**config.mk**
```make
export PLATFORM = sky130hd
export DESIGN_NAME = polyline_length_range_filter_core
export DESIGN_NICKNAME = d
export VERILOG_FILES = /design/src/rtl/plrf_pkg.sv /design/src/rtl/plrf_ctrl.sv /design/src/rtl/plrf_datapath.sv /design/src/rtl/polyline_length_range_filter_core.sv
export VERILOG_INCLUDE_DIRS = /design/src /design/src/rtl
export SDC_FILE = /design/constraint.sdc
export NUM_CORES = 2
export LEC_CHECK = 0
export BUFFER_PORTS_ARGS = -buffer_cell sky130_fd_sc_hd__buf_4
export CORE_MARGIN = 10
export CORE_UTILIZATION = 50
export CTS_CLUSTER_DIAMETER = 60
export DETAILED_ROUTE_END_ITERATION = 16
export GPL_TIMING_DRIVEN = 0
export PLACE_DENSITY = 0.66
export SLEW_MARGIN = 20
export SYNTH_ARGS = -nofsm -noshare
export SYNTH_HDL_FRONTEND = slang
export SYNTH_SLANG_ARGS = --single-unit
```
**constraint.sdc**
```tcl
create_clock -name clk -period 9.1 [get_ports clk]
set_clock_uncertainty 0.2 [all_clocks]
set_input_delay 0.455 -clock clk [delete_from_list [all_inputs] [get_ports clk]]
set_output_delay 0.455 -clock clk [all_outputs]
set_load 0.02 [all_outputs]
```
**src/rtl/polyline_length_range_filter_core_defines.svh**
```systemverilog
// Assertion helpers shared by the filter modules.
// Each expects clk and rst_n in scope.
`ifndef POLYLINE_LENGTH_RANGE_FILTER_CORE_DEFINES_SVH
`define POLYLINE_LENGTH_RANGE_FILTER_CORE_DEFINES_SVH

`define PLRF_ASSERT_IMP(lbl, ante, cons) \
  lbl: assert property (@(posedge clk) disable iff (!rst_n) (ante) |-> (cons)) \
    else $error("same-cycle implication violated");

`define PLRF_ASSERT_NXT(lbl, ante, cons) \
  lbl: assert property (@(posedge clk) disable iff (!rst_n) (ante) |=> (cons)) \
    else $error("next-cycle implication violated");

`endif

```
**src/rtl/plrf_pkg.sv**
```systemverilog
package plrf_pkg;

  localparam int CFG_INDEX_WIDTH = 4;

  localparam logic [CFG_INDEX_WIDTH-1:0] REG_MIN_LENGTH = CFG_INDEX_WIDTH'(0);
  localparam logic [CFG_INDEX_WIDTH-1:0] REG_MAX_LENGTH = CFG_INDEX_WIDTH'(1);

  typedef enum logic [2:0] {
    ST_IDLE,
    ST_SQUARE,
    ST_ROOT,
    ST_ACCUM,
    ST_EMIT
  } plrf_state_t;

  typedef struct packed {
    logic load;       // take the input point
    logic sq_step;    // one square / accumulate step
    logic root_step;  // one result bit of the square root
    logic accum;      // add segment length to the polyline sum
    logic emit;       // load the result register
  } plrf_cmd_t;

  typedef struct packed {
    logic have_prev;
    logic last;
    logic sq_done;
    logic root_done;
    logic out_busy;
  } plrf_status_t;

endpackage

```
**src/rtl/plrf_ctrl.sv**
```systemverilog
`include "polyline_length_range_filter_core_defines.svh"

module plrf_ctrl (
  input  logic                  clk,
  input  logic                  rst_n,
  input  logic                  in_tvalid,
  input  logic                  in_tlast,
  output logic                  in_tready,
  input  plrf_pkg::plrf_status_t status,
  output plrf_pkg::plrf_cmd_t    cmd
);
  import plrf_pkg::*;

  plrf_state_t state_r, state_nxt;
  logic        accept;

  assign accept = in_tvalid && in_tready;

  always_ff @(posedge clk) begin
    if (!rst_n) begin
      state_r <= ST_IDLE;
    end else begin
      state_r <= state_nxt;
    end
  end

  always_comb begin
    state_nxt = state_r;
    unique case (state_r)
      ST_IDLE: begin
        if (accept) begin
          if (status.have_prev) state_nxt = ST_SQUARE;
          else if (in_tlast)    state_nxt = ST_EMIT;
          else                  state_nxt = ST_IDLE;
        end
      end
      ST_SQUARE: if (status.sq_done) state_nxt = ST_ROOT;
      ST_ROOT:   if (status.root_done) state_nxt = ST_ACCUM;
      ST_ACCUM:  state_nxt = status.last ? ST_EMIT : ST_IDLE;
      ST_EMIT:   if (!status.out_busy) state_nxt = ST_IDLE;
      default:   state_nxt = ST_IDLE;
    endcase
  end

  always_comb begin
    in_tready     = 1'b0;
    cmd           = '0;
    unique case (state_r)
      ST_IDLE: begin
        in_tready = 1'b1;
        cmd.load  = in_tvalid;
      end
      ST_SQUARE: cmd.sq_step   = 1'b1;
      ST_ROOT:   cmd.root_step = 1'b1;
      ST_ACCUM:  cmd.accum     = 1'b1;
      ST_EMIT:   cmd.emit      = !status.out_busy;
      default: begin
        in_tready = 1'b0;
      end
    endcase
  end

  `PLRF_ASSERT_IMP(a_accum_after_root, state_r == ST_ACCUM, $past(state_r) == ST_ROOT)
  `PLRF_ASSERT_NXT(a_root_exit, (state_r == ST_ROOT) && status.root_done, state_r == ST_ACCUM)

endmodule

```
**src/rtl/plrf_datapath.sv**
```systemverilog
`include "polyline_length_range_filter_core_defines.svh"

module plrf_datapath #(
  parameter int COORD_WIDTH  = 24,
  parameter int LENGTH_WIDTH = 40
) (
  input  logic                                 clk,
  input  logic                                 rst_n,
  input  logic signed [COORD_WIDTH-1:0]        point_x,
  input  logic signed [COORD_WIDTH-1:0]        point_y,
  input  logic signed [COORD_WIDTH-1:0]        point_z,
  input  logic                                 last_point,
  input  logic                                 cfg_valid,
  input  logic [plrf_pkg::CFG_INDEX_WIDTH-1:0] cfg_index,
  input  logic [LENGTH_WIDTH-1:0]              cfg_data,
  input  plrf_pkg::plrf_cmd_t                  cmd,
  output plrf_pkg::plrf_status_t               status,
  input  logic                                 out_tready,
  output logic                                 out_tvalid,
  output logic [LENGTH_WIDTH-1:0]              polyline_length,
  output logic                                 rejected,
  output logic [LENGTH_WIDTH-1:0]              longest_length
);
  import plrf_pkg::*;

  localparam int RW  = COORD_WIDTH + 1;       // root width
  localparam int SW  = 2 * RW;                // sum of squares width
  localparam int RCW = $clog2(RW);
  localparam int AW  = ((LENGTH_WIDTH > RW) ? LENGTH_WIDTH : RW) + 1;
  localparam logic [LENGTH_WIDTH-1:0] LENGTH_MAX = {LENGTH_WIDTH{1'b1}};
  localparam logic [RCW-1:0]          ROOT_LAST  = RCW'(RW - 1);

  logic signed [COORD_WIDTH-1:0] prev_x_r, prev_y_r, prev_z_r;
  logic                          have_prev_r, last_r;
  logic [COORD_WIDTH-1:0]        mag_r [3];
  logic [1:0]                    sq_cnt_r;
  logic [2*COORD_WIDTH-1:0]      prod_r;
  logic [SW-1:0]                 sq_acc_r;
  logic [RCW-1:0]                root_cnt_r;
  logic [RW-1:0]                 rem_r, root_r;
  logic [LENGTH_WIDTH-1:0]       len_sum_r, longest_r, min_len_r, max_len_r;
  logic                          out_valid_r;
  logic [LENGTH_WIDTH-1:0]       out_len_r, out_longest_r;
  logic                          out_rej_r;

  logic signed [COORD_WIDTH:0]   diff [3];
  logic [COORD_WIDTH-1:0]        mag_nxt [3];
  logic [COORD_WIDTH-1:0]        mag_sel;
  logic [RW+1:0]                 rem_shift, trial, rem_diff;
  logic                          root_ge;
  logic [AW-1:0]                 acc_sum;
  logic [LENGTH_WIDTH-1:0]       longest_nxt;

  // |d| is at most 2^COORD_WIDTH - 1, so the magnitude fits COORD_WIDTH bits
  always_comb begin
    diff[0] = (COORD_WIDTH+1)'(point_x) - (COORD_WIDTH+1)'(prev_x_r);
    diff[1] = (COORD_WIDTH+1)'(point_y) - (COORD_WIDTH+1)'(prev_y_r);
    diff[2] = (COORD_WIDTH+1)'(point_z) - (COORD_WIDTH+1)'(prev_z_r);
    for (int i = 0; i < 3; i++) begin
      mag_nxt[i] = diff[i][COORD_WIDTH] ? COORD_WIDTH'(-diff[i]) : COORD_WIDTH'(diff[i]);
    end
  end

  always_comb begin
    unique case (sq_cnt_r)
      2'd0:    mag_sel = mag_r[0];
      2'd1:    mag_sel = mag_r[1];
      2'd2:    mag_sel = mag_r[2];
      default: mag_sel = '0;
    endcase
  end

  // digit-by-digit root, two radicand bits per step
  assign rem_shift = {rem_r, sq_acc_r[SW-1:SW-2]};
  assign trial     = {root_r, 2'b01};
  assign root_ge   = rem_shift >= trial;
  assign rem_diff  = rem_shift - trial;

  assign acc_sum     = AW'(len_sum_r) + AW'(root_r);
  assign longest_nxt = (len_sum_r > longest_r) ? len_sum_r : longest_r;

  always_ff @(posedge clk) begin
    if (!rst_n) begin
      prev_x_r    <= '0;
      prev_y_r    <= '0;
      prev_z_r    <= '0;
      have_prev_r <= 1'b0;
      len_sum_r   <= '0;
      longest_r   <= '0;
      min_len_r   <= '0;
      max_len_r   <= LENGTH_MAX;
      out_valid_r <= 1'b0;
    end else begin
      if (cfg_valid) begin
        if (cfg_index == REG_MIN_LENGTH) min_len_r <= cfg_data;
        if (cfg_index == REG_MAX_LENGTH) max_len_r <= cfg_data;
      end
      if (cmd.load) begin
        prev_x_r    <= point_x;
        prev_y_r    <= point_y;
        prev_z_r    <= point_z;
        have_prev_r <= !last_point;
      end
      if (cmd.accum) begin
        len_sum_r <= (acc_sum > AW'(LENGTH_MAX)) ? LENGTH_MAX : acc_sum[LENGTH_WIDTH-1:0];
      end
      if (cmd.emit) begin
        len_sum_r   <= '0;
        longest_r   <= longest_nxt;
        out_valid_r <= 1'b1;
      end else if (out_tready) begin
        out_valid_r <= 1'b0;
      end
    end
  end

  always_ff @(posedge clk) begin
    if (cmd.load) begin
      last_r     <= last_point;
      for (int i = 0; i < 3; i++) mag_r[i] <= mag_nxt[i];
      sq_cnt_r   <= '0;
      prod_r     <= '0;
      sq_acc_r   <= '0;
      root_cnt_r <= '0;
      rem_r      <= '0;
      root_r     <= '0;
    end
    if (cmd.sq_step) begin
      prod_r   <= mag_sel * mag_sel;
      sq_acc_r <= sq_acc_r + SW'(prod_r);
      sq_cnt_r <= sq_cnt_r + 2'd1;
    end
    if (cmd.root_step) begin
      sq_acc_r   <= {sq_acc_r[SW-3:0], 2'b00};
      rem_r      <= root_ge ? rem_diff[RW-1:0] : rem_shift[RW-1:0];
      root_r     <= {root_r[RW-2:0], root_ge};
      root_cnt_r <= root_cnt_r + RCW'(1);
    end
    if (cmd.emit) begin
      out_len_r     <= len_sum_r;
      out_rej_r     <= (len_sum_r < min_len_r) || (len_sum_r > max_len_r);
      out_longest_r <= longest_nxt;
    end
  end

  always_comb begin
    status.have_prev = have_prev_r;
    status.last      = last_r;
    status.sq_done   = sq_cnt_r == 2'd3;
    status.root_done = root_cnt_r == ROOT_LAST;
    status.out_busy  = out_valid_r && !out_tready;
  end

  assign out_tvalid      = out_valid_r;
  assign polyline_length = out_len_r;
  assign rejected        = out_rej_r;
  assign longest_length  = out_longest_r;

  `PLRF_ASSERT_NXT(a_sum_cleared, cmd.emit, len_sum_r == '0)
  `PLRF_ASSERT_IMP(a_longest_covers, out_valid_r, longest_length >= polyline_length)
  `PLRF_ASSERT_NXT(a_longest_mono, 1'b1, longest_r >= $past(longest_r))

endmodule

```
**src/rtl/polyline_length_range_filter_core.sv**
```systemverilog
// A point that closes a segment passes load, four square/accumulate steps on the shared
// multiplier, COORD_WIDTH+1 root steps and one add; a first point of a polyline is only
// loaded. A last point adds a step that loads the result register, once no earlier result
// still waits for out_tready.
// in_tready is high only in idle, so a new point is taken only after the previous one is through.
// Reset (rst_n low, synchronous) clears point, sum and longest; thresholds go to 0 / all ones.
module polyline_length_range_filter_core #(
  parameter int COORD_WIDTH  = 24,
  parameter int LENGTH_WIDTH = 40
) (
  input  logic                                 clk,
  input  logic                                 rst_n,
  // point_x, point_y, point_z, zero pad to bytes
  input  logic [((3*COORD_WIDTH+7)/8)*8-1:0]   in_tdata,
  input  logic                                 in_tlast,
  input  logic                                 in_tvalid,
  output logic                                 in_tready,
  // polyline_length, longest_length, zero pad to bytes
  output logic [((2*LENGTH_WIDTH+7)/8)*8-1:0]  out_tdata,
  // rejected
  output logic                                 out_tuser,
  output logic                                 out_tvalid,
  input  logic                                 out_tready,
  input  logic                                 cfg_valid,
  output logic                                 cfg_ready,
  input  logic [plrf_pkg::CFG_INDEX_WIDTH-1:0] cfg_index,
  input  logic [LENGTH_WIDTH-1:0]              cfg_data
);
  import plrf_pkg::*;

  localparam int OUT_DW = ((2*LENGTH_WIDTH+7)/8)*8;

  plrf_cmd_t               cmd;
  plrf_status_t            status;
  logic [LENGTH_WIDTH-1:0] polyline_length, longest_length;

  assign cfg_ready = 1'b1;

  plrf_ctrl u_ctrl (
    .clk       (clk),
    .rst_n     (rst_n),
    .in_tvalid (in_tvalid),
    .in_tlast  (in_tlast),
    .in_tready (in_tready),
    .status    (status),
    .cmd       (cmd)
  );

  plrf_datapath #(
    .COORD_WIDTH  (COORD_WIDTH),
    .LENGTH_WIDTH (LENGTH_WIDTH)
  ) u_datapath (
    .clk             (clk),
    .rst_n           (rst_n),
    .point_x         (in_tdata[COORD_WIDTH-1:0]),
    .point_y         (in_tdata[2*COORD_WIDTH-1:COORD_WIDTH]),
    .point_z         (in_tdata[3*COORD_WIDTH-1:2*COORD_WIDTH]),
    .last_point      (in_tlast),
    .cfg_valid       (cfg_valid),
    .cfg_index       (cfg_index),
    .cfg_data        (cfg_data),
    .cmd             (cmd),
    .status          (status),
    .out_tready      (out_tready),
    .out_tvalid      (out_tvalid),
    .polyline_length (polyline_length),
    .rejected        (out_tuser),
    .longest_length  (longest_length)
  );

  assign out_tdata = OUT_DW'({longest_length, polyline_length});

endmodule
```
==> impl_summary.log <==
INFO  metric mappedNetlistNets = 6561
INFO  metric die_y = 336 um
INFO  metric finish.cell_count_without_fillers = 7304
INFO  metric setup_repair_after_global_routing_missed_its_margin = true
INFO  metric synth-xor-area-share = 0.0427
INFO  metric areaGrowthSynthToFinish = 15.4%
INFO  metric synth.area.mux_share = 0.0184
INFO  metric critPathCaptureType = flop
INFO  metric gp_congestion = 0.971
INFO  metric grt.overflow.total = 0
INFO  metric setup.worst_path.start = u_datapath.sq_cnt_r[1]
INFO  metric critPathArrivalTime = 9060 ps
INFO  metric synth_simple_gate_area_share = 0.139
INFO  metric first_global_vias = 40300
INFO  metric tritoncts_num_sinks = 545
INFO  metric routed-via-count = 40500
INFO  metric r2r-start = u_datapath.sq_cnt_r[1]
INFO  metric startpoint_types = flop
INFO  metric hpwl = 116 mm
INFO  metric synthesis.area_per_instance = 9.05 um2
INFO  metric vias_per_cell = 5.55
INFO  metric synth.top_cell.area_share = 0.184
INFO  metric synth_flop_cell = sky130_fd_sc_hd__edfxtp_1
INFO  metric clock_insertion_delay_worst_skew = 660 ps
INFO  metric final_worst_path_cycle_share = 0.977
INFO  metric fmax = 113 MHz
INFO  metric totalNegativeSetupSlack = 0 ps
INFO  metric worst_r2r_endpoint = u_datapath.prod_r[40]
INFO  metric placeableCoreArea = 0.0997 mm2
INFO  metric antenna_found_initial = 7
INFO  metric hold_path_class = in2reg
INFO  metric hold_depth = 6
INFO  metric rrSetupSlack = 210 ps
INFO  metric synth_compound_gate_area_share = 0.146
INFO  metric report.final.slew_viol_count = 0
INFO  metric worst_ep_required_time = 9270 ps
INFO  metric drive_gt1_frac = 0.0964
INFO  metric worst_path_max_delay_cell = sky130_fd_sc_hd__fa_1
INFO  metric tightest_slew = 1200 ps
INFO  metric timing.critical_path.to = u_datapath.prod_r[40]
INFO  metric synthesis.instances = 5534
INFO  metric yosys-top-cells-count = 899 x sky130_fd_sc_hd__inv_1, 737 x sky130_fd_sc_hd__nand2_1, 468 x sky130_fd_sc_hd__ha_1
INFO  metric synth.area.top_cells = sky130_fd_sc_hd__edfxtp_1 18%, sky130_fd_sc_hd__fa_1 17%, sky130_fd_sc_hd__ha_1 12%, sky130_fd_sc_hd__dfxtp_1 9.6%, sky130_fd_sc_hd__inv_1 6.7%
INFO  metric antenna_violating_nets_post_route = 0
INFO  metric numPlacedInstances = 7047
INFO  metric numCtsBuffers = 70
INFO  metric worstSetupPathType = reg2reg
INFO  metric worst_setup_hold_path_clk_slew = 60 ps
INFO  metric synth.lib_cells_used.distinct = 98
INFO  metric synth_top_family_by_area = adder cells
INFO  metric grt_max_degree = 56
INFO  metric cts_buffer_depth = 3
INFO  metric cts-root-buf = sky130_fd_sc_hd__clkbuf_16
INFO  metric maxCapViolations = 0
INFO  metric synth_seq_cells = 545
INFO  metric yosys_warnings = 0
INFO  metric worst-path-max-fanout = 10
INFO  metric timing.final.setup_violations = 0
INFO  metric row_count = 116
INFO  metric drt_wl_total = 146 mm
INFO  metric final-hold-violation-count = 0
INFO  metric initial_utilization = 0.502
INFO  metric global_route.usage.total = 0.256
INFO  metric finalWorstPathRequiredPeriod = 8890 ps
INFO  metric synth_async_sr_flop_share = 0
INFO  metric synth-seq-area-share = 0.279
INFO  metric final_nets = 6974
INFO  metric synthesis.area = 0.0501 mm2
INFO  metric number_of_iterations_in_the_first_detailed_routing_pass = 5
INFO  metric ios = 206
INFO  metric synth_edf_count = 306
INFO  metric status = complete, no violations
INFO  metric cpPeakStageDelay = 620 ps
INFO  metric global_route_wire_length_before_repair = 227 mm
INFO  metric die_w = 336 um
INFO  metric avgRoutedWirePerCell = 19.9 um
INFO  metric initialDrtViolationCount = 3089
INFO  metric worst-r2r-cell-count = 30
INFO  metric cts_tree = yes
INFO  metric ctsHtreeMaxLevel = 3
INFO  metric post_synth_fa_ha_maj_area_fraction = 0.292
INFO  metric io_buffers = 204
INFO  metric floorplan.die_area = 0.113 mm2
INFO  metric critical-path-top-cell-by-count = sky130_fd_sc_hd__fa_1
INFO  metric synth.most_common_cell = sky130_fd_sc_hd__inv_1
INFO  metric synth.largest_area_cell = sky130_fd_sc_hd__edfxtp_1
INFO  metric drc = 0
INFO  metric slew_headroom = 0.192
flip-flops by register name (all words and copies together), names as in the netlist:
signal and flops:
u_datapath.mag_r 72, u_datapath.sq_acc_r 50, u_datapath.prod_r 47, u_datapath.len_sum_r 40, u_datapath.longest_length 40, u_datapath.longest_r 40
u_datapath.max_len_r 40, u_datapath.min_len_r 40, u_datapath.polyline_length 40, u_datapath.rem_r 25, u_datapath.root_r 25, u_datapath.prev_x_r 24
u_datapath.prev_y_r 24, u_datapath.prev_z_r 24, u_datapath.root_cnt_r 5, u_ctrl.state_r 3, u_datapath.sq_cnt_r 2, u_datapath.have_prev_r 1
u_datapath.last_r 1, u_datapath.out_tvalid 1, u_datapath.rejected 1
worst min-delay path by stage:
| stage | from | end |
|---|---|---|
| after floorplan | u_datapath.longest_r[32] | u_datapath.longest_r[32] |
| after global placement | u_datapath.longest_r[32] | u_datapath.longest_r[32] |
| after detailed placement | u_datapath.prev_z_r[15] | u_datapath.prev_z_r[15] |
| after CTS | cfg_index[3] | u_datapath.min_len_r[19] |
| after global routing | u_datapath.prev_x_r[22] | u_datapath.prev_x_r[22] |
| final | in_tvalid | u_ctrl.state_r[2] |
repair_timing:
action | CTS | global route
endpoints found under the setup margin | 31 | 21
hold buffers | 114 | 0
buffers inserted | 8 | 20
endpoints found under the hold margin | 155 | 0
resized for setup | 103 | 130
pin swaps | 10 | 26
metal layers:
layer | vias up | GRT usage | routed length, um
li1 | 19300 | - | -
met1 | 19700 | 0.338 | 62400
met2 | 1267 | 0.421 | 67800
met3 | 255 | 0.0493 | 10600
met4 | 2 | 0.0799 | 4800
met5 | - | 0 | 12
per-stage QoR:
stage / hold WS, ps / utilization / setup slack, ps / area, um2
after CTS: 215 / 0.574 / -48.6 / 57200
final: 246 / 0.579 / 213 / 57800
after global routing: 281 / 0.579 / -40.0 / 57800
after global placement: 243 / 0.534 / -1790 / 53200
after detailed placement: 256 / 0.535 / -1750 / 53400
after floorplan: 235 / - / 313 / 50100
worst max-delay path: cells and delay by family, from the launching register on:
family                     cells  cell delay (ps)
adders and majority gates      9             4270
AOI/OAI and AO/OA              5             1520
buffers and inverters          9             1160
and+or+nand+nor                6              760
DFF                            1              510
xor gates and xnor gates       1              180
cells in the final DEF, fill, tap and decap left out, drive strengths merged, types with 114 or more instances in the layout:
| cell | n |
|---|---|
| dfxtp | 239 |
| a21o | 137 |
| a21oi | 281 |
| a21boi | 125 |
| ha | 468 |
| fa | 437 |
| buf | 269 |
| xnor2 | 145 |
| clkbuf | 234 |
| inv | 907 |
| edfxtp | 306 |
| o21ai | 200 |
| nor2 | 358 |
| dlygate4sd3 | 114 |
| nand2 | 738 |
area by class of cell:
class | count | area [um2]
Antenna cell | 2 | 5.00
Timing Repair Buffer | 356 | 3010
Sequential cell | 545 | 14000
Clock buffer | 81 | 1790
Inverter | 903 | 3420
Fill cell | 8759 | 42000
Clock inverter | 48 | 599
Buffer | 180 | 803
Multi-Input combinational cell | 3891 | 32500
Tap cell | 1298 | 1620
kinds of logic (layout without fill, tap and decap cells):
logic type / after synthesis / after routing
other: 1 / 3
adders and majority gates: 905 / 905
DFF: 545 / 545
and+or+nand+nor: 1547 / 1547
buffers and inverters: 1098 / 1568
xor gates and xnor gates: 244 / 244
AOI/OAI and AO/OA: 1107 / 1107
muxes: 87 / 87
Power is not shown: default switching activity piles up to over one toggle a cycle in this logic, so the estimate is an artifact.
